$ cat src/hdl/pgb_pkg.sv
// Shared types, constants and codes for the particle grid binning unit.
`default_nettype none
package pgb_pkg;

  localparam int GRID_ROWS_DEF     = 64;
  localparam int GRID_COLS_DEF     = 64;
  localparam int SLOTS_DEF         = 15;
  localparam int MAX_PARTICLES_DEF = 65536;

  localparam int EPOCH_W    = 8;
  localparam int CFG_ADDR_W = 4;
  localparam int CFG_DATA_W = 32;
  localparam int REG_W      = 31;
  localparam int POS_W      = 32;

  localparam logic [REG_W-1:0] CELL_SIZE_RST = 31'd65536;
  localparam logic [REG_W-1:0] DOMAIN_RST    = 31'd4194304;

  localparam int IN_TDATA_W  = 2 * POS_W;

  localparam int IDX_W   = 16;
  localparam int ROW_W   = 6;
  localparam int COL_W   = 6;
  localparam int SLOT_W  = 4;
  localparam int TOTAL_W = 17;

  localparam int OUT_ROW_LSB    = IDX_W;
  localparam int OUT_COL_LSB    = OUT_ROW_LSB + ROW_W;
  localparam int OUT_SLOT_LSB   = OUT_COL_LSB + COL_W;
  localparam int OUT_STORED_BIT = OUT_SLOT_LSB + SLOT_W;
  localparam int OUT_ALL_BIT    = OUT_STORED_BIT + 1;
  localparam int OUT_TOTAL_LSB  = OUT_ALL_BIT + 1;
  localparam int OUT_USED_W     = OUT_TOTAL_LSB + TOTAL_W;
  localparam int OUT_TDATA_W    = ((OUT_USED_W + 7) / 8) * 8;

  typedef enum logic [1:0] {
    REG_CELL_SIZE     = 2'd0,
    REG_DOMAIN_LENGTH = 2'd1,
    REG_DOMAIN_DEPTH  = 2'd2
  } reg_idx_t;

  typedef enum logic [2:0] {
    ST_CLEAR,
    ST_IDLE,
    ST_X_INIT,
    ST_X_STEP,
    ST_Y_INIT,
    ST_Y_STEP,
    ST_READ,
    ST_WRITE
  } state_t;

  typedef struct packed {
    logic accept;
    logic clr_step;
    logic div_init;
    logic div_step;
    logic axis_y;
    logic wr;
  } cmd_t;

  typedef struct packed {
    logic first;
    logic wrap;
    logic clr_done;
    logic div_done;
    logic out_free;
  } status_t;

endpackage
`default_nettype wire

$ cat src/hdl/pgb_ctrl.sv
// Sequencing state machine for clearing, division steps and cell update.
`default_nettype none
module pgb_ctrl (
  input  logic             clk,
  input  logic             rst,
  input  logic             in_valid,
  output logic             in_ready,
  input  pgb_pkg::status_t sts,
  output pgb_pkg::cmd_t    cmd
);
  import pgb_pkg::*;

  state_t state, state_next;
  logic   pend, pend_next;

  always_ff @(posedge clk) begin
    if (rst) begin
      state <= ST_CLEAR;
      pend  <= 1'b0;
    end else begin
      state <= state_next;
      pend  <= pend_next;
    end
  end

  always_comb begin
    state_next = state;
    pend_next  = pend;
    cmd        = '0;
    in_ready   = 1'b0;
    unique case (state)
      ST_CLEAR: begin
        cmd.clr_step = 1'b1;
        if (sts.clr_done) begin
          state_next = pend ? ST_X_INIT : ST_IDLE;
          pend_next  = 1'b0;
        end
      end
      ST_IDLE: begin
        in_ready = 1'b1;
        if (in_valid) begin
          cmd.accept = 1'b1;
          if (sts.first && sts.wrap) begin
            state_next = ST_CLEAR;
            pend_next  = 1'b1;
          end else begin
            state_next = ST_X_INIT;
          end
        end
      end
      ST_X_INIT: begin
        cmd.div_init = 1'b1;
        state_next   = ST_X_STEP;
      end
      ST_X_STEP: begin
        cmd.div_step = 1'b1;
        if (sts.div_done) begin
          state_next = ST_Y_INIT;
        end
      end
      ST_Y_INIT: begin
        cmd.div_init = 1'b1;
        cmd.axis_y   = 1'b1;
        state_next   = ST_Y_STEP;
      end
      ST_Y_STEP: begin
        cmd.div_step = 1'b1;
        cmd.axis_y   = 1'b1;
        if (sts.div_done) begin
          state_next = ST_READ;
        end
      end
      ST_READ: begin
        state_next = ST_WRITE;
      end
      ST_WRITE: begin
        if (sts.out_free) begin
          cmd.wr     = 1'b1;
          state_next = ST_IDLE;
        end
      end
    endcase
  end

endmodule
`default_nettype wire

$ cat config.mk
export PLATFORM = sky130hd
export DESIGN_NAME = pgb_ctrl
export DESIGN_NICKNAME = d
export VERILOG_FILES = /design/src/hdl/pgb_pkg.sv /design/src/hdl/pgb_ctrl.sv
export SDC_FILE = /design/constraint.sdc
export NUM_CORES = 1
export LEC_CHECK = 0
export ABC_AREA = 1
export BUFFER_PORTS_ARGS = -buffer_cell sky130_fd_sc_hd__buf_2
export CAP_MARGIN = 0
export CORE_AREA = 3 3 40 42
export DETAILED_ROUTE_END_ITERATION = 10
export DIE_AREA = 0 0 43 45
export PLACE_DENSITY_LB_ADDON = 0.05
export SYNTH_ARGS = -nofsm -noshare
export SYNTH_HDL_FRONTEND = slang
export SYNTH_SLANG_ARGS = --single-unit
$ cat constraint.sdc
create_clock -name clk -period 1.26 [get_ports clk]
set_input_delay 0.063 -clock clk [delete_from_list [all_inputs] [get_ports clk]]
set_output_delay 0.063 -clock clk [all_outputs]
set_load 0.005 [all_outputs]
==> impl_results.md <==
- CP max stage delay: 0.33 ns
- Mapped Nets: 75
- Synth Register Bits: 4
- Largest cells by area after synthesis: dfxtp_1 (21%), nand2_1 (20%), inv_1 (9.8%), nor2_1 (7.8%), nand3_1 (6.5%)
- 1st-iter DRT viols: 2
- WL final: 961 um
- Fmax: 0.854 GHz
- Critical path cell sequence: buf_4 > nor3_2 > buf_2
- Core area: 1280 um2
- Util after Layout: 40.1%
- Worst Setup Path Type: register to output port
- Fin crit share: 92.9%
- Synth Instances: 67
- Root buffer cell: clkbuf_4
- Setup Viol. Count Final: 0
- Post-CTS Setup Bufs: 0
- Yosys synthesis warning count: 0
- Actual slew at the worst max-slew pin: 0.184 ns
- Layout Nets: 95
- Max clock buf depth: 2
- # diodes: 0
- Post-synth top area share: 20.8%
- CTS buffer count: 3
- CTS H-tree depth: 1
- DRC Markers: 0
- Filler Cell Count: 145
- Fin. Hold Viols: 0
- Sequential element share of the synthesized area: 20.8%
- Crit. End Element: output port
- Vias in the first global route: 352
- Num rows: 13
- Skew final: 0.00731 ns
- Unrepaired setup endpoints after global routing: false
- Total gr overflow: 0
- Worst min path class: input pin to register
- VDD IR max: 0.731 mV
- CP Max Fanout: 7
- Vias per inst: 4.42
- ANT nets after route: 0
- Hold WS: 0.105 ns
- Syn_area_per_cell: 5.73 um2
- Clock transition at path regs: 0.04 ns
- Leak Pwr: 0.000295 uW
- Vias: 442
- Worst EP arrival: 1.11 ns
- Gpl congestion: 0.743
- Crit path time final: 1.17 ns
- Count of pins over their slew limit: 0
- Die Span X: 43 um
- Tot GR Track Use: 10.5%
- I/O pin cnt: 15
- Status: finished, final reports clean
- CTS tree: yes
- Share of cells above drive strength 1: 38.8%
- Die ar.: 1940 um2
- CP Data Required Time: 1.20 ns
- Synthesis-to-finish area growth: 34.2%
- DRT Pass-1 Iters: 4
- Clk sinks: 4
- Post-synth top area cell: dfxtp_1
- Pwr Density: 1600 nW/um2
- I/O Buffers: 14
- Relative slew slack: 87.7%
- Initial antenna violation count: 0
- Mapped cell area: 384 um2
- Critical Path Slowest Stage Cell: dfxtp_2
- Final Power: 823 uW
- Max Cap Violations: 0
- Clock latency on the worst-skew pair: 0.24 ns
- Largest net degree at the start of global routing: 8
- Die H: 45 um
- Detailed placer's ending HPWL: 804 um
- First-pass GRT wire length: 1460 um
- Initial Utilization: 29.9%
- Crit path launch type: register
- Cell variety after synth: 20
- DR WL/cell: 9.61 um
- Final TNS setup: 0 ns
[Yosys cell counts]
cell type,count
a21oi_1,3
buf_6,1
clkinv_1,1
dfxtp_1,4
inv_1,10
inv_2,2
nand2_1,20
nand2_2,1
nand2_4,1
nand3_1,5
nand3_2,1
nand3b_1,1
nand4_1,1
nor2_1,8
nor2_2,2
nor2_4,1
nor3_1,1
nor3_2,1
o21ai_0,2
o21ai_2,1
[final cells by class]
class,count,area (um2),area share [%]
clock buffer,3,22.5,4.37
inverter,13,48.8,9.47
multi-input combinational,49,251,48.8
sequential,4,86.3,16.7
tap,15,18.8,3.64
timing repair buffer,16,87.6,17.0
[stage by stage]
stage	instances	setup WS (ns)	cell area [um2]
5_1_grt	100	0.0375	515
2_1_floorplan	67	0.208	384
4_1_cts	100	0.0205	503
3_5_place_dp	96	0.0808	469
3_3_place_gp	96	0.0469	469
6_report	100	0.0890	515
[layer usage]
metal | vias up | GRT usage (%) | wire (um)
met5 | - | 0 | 0
met4 | 0 | 5.42 | 14
met3 | 3 | 3.59 | 36
met2 | 8 | 15.3 | 412
met1 | 185 | 13.7 | 498
li1 | 246 | - | -
[worst max-delay path, delay by kind of cell, from the launching register on]
family	cells	cell delay, ns
flip-flops	1	0.33
buffers and inverters	2	0.32
AND/OR/NAND/NOR	1	0.22
[flip-flops by register name (all words and copies together), names as in the netlist]
name   flops
state      3
pend       1
[worst paths after layout]
path	start	endpoint	slack, ns	cells after the start
max	state[2]	cmd[4]	0.09	3
min reg2reg	pend	pend	0.50	2
max reg2reg	state[1]	state[2]	0.16	8
min	sts[4]	pend	0.10	3
[logic make-up (layout without fill, tap and decap cells)]
kind of cell	after synthesis	in the layout	synth area share (%)
AND/OR/NAND/NOR	43	43	54.7
buffers and inverters	14	32	15.6
AO/OA/AOI/OAI	6	6	8.79
flip-flops	4	4	20.8
[what timing repair did]
item	in CTS	in global routing
endpoints found under the setup margin	1	3
pin swaps	0	0
endpoints found under the hold margin	1	0
hold buffers	1	0
resized for setup	1	5
[report_power, final]
part	internal (uW)	leakage [uW]	switching [uW]
Clock	107	0.0000138	56.9
Combinational	179	0.000247	255
Sequential	169	0.0000342	55.6
Total	455	0.000295	368
[placed cells by master, fill, tap and decap left out, drive strengths merged]
cell type    synthesis  final
nor2                11     11
buf                  1     15
clkinv               1      1
nand2               22     22
o21ai                3      3
nand3                6      6
a21oi                3      3
nand3b               1      1
clkbuf               0      3
nand4                1      1
inv                 12     12
dlygate4sd3          0      1
dfxtp                4      4
nor3                 2      2
(Power assumes the default switching activity.)
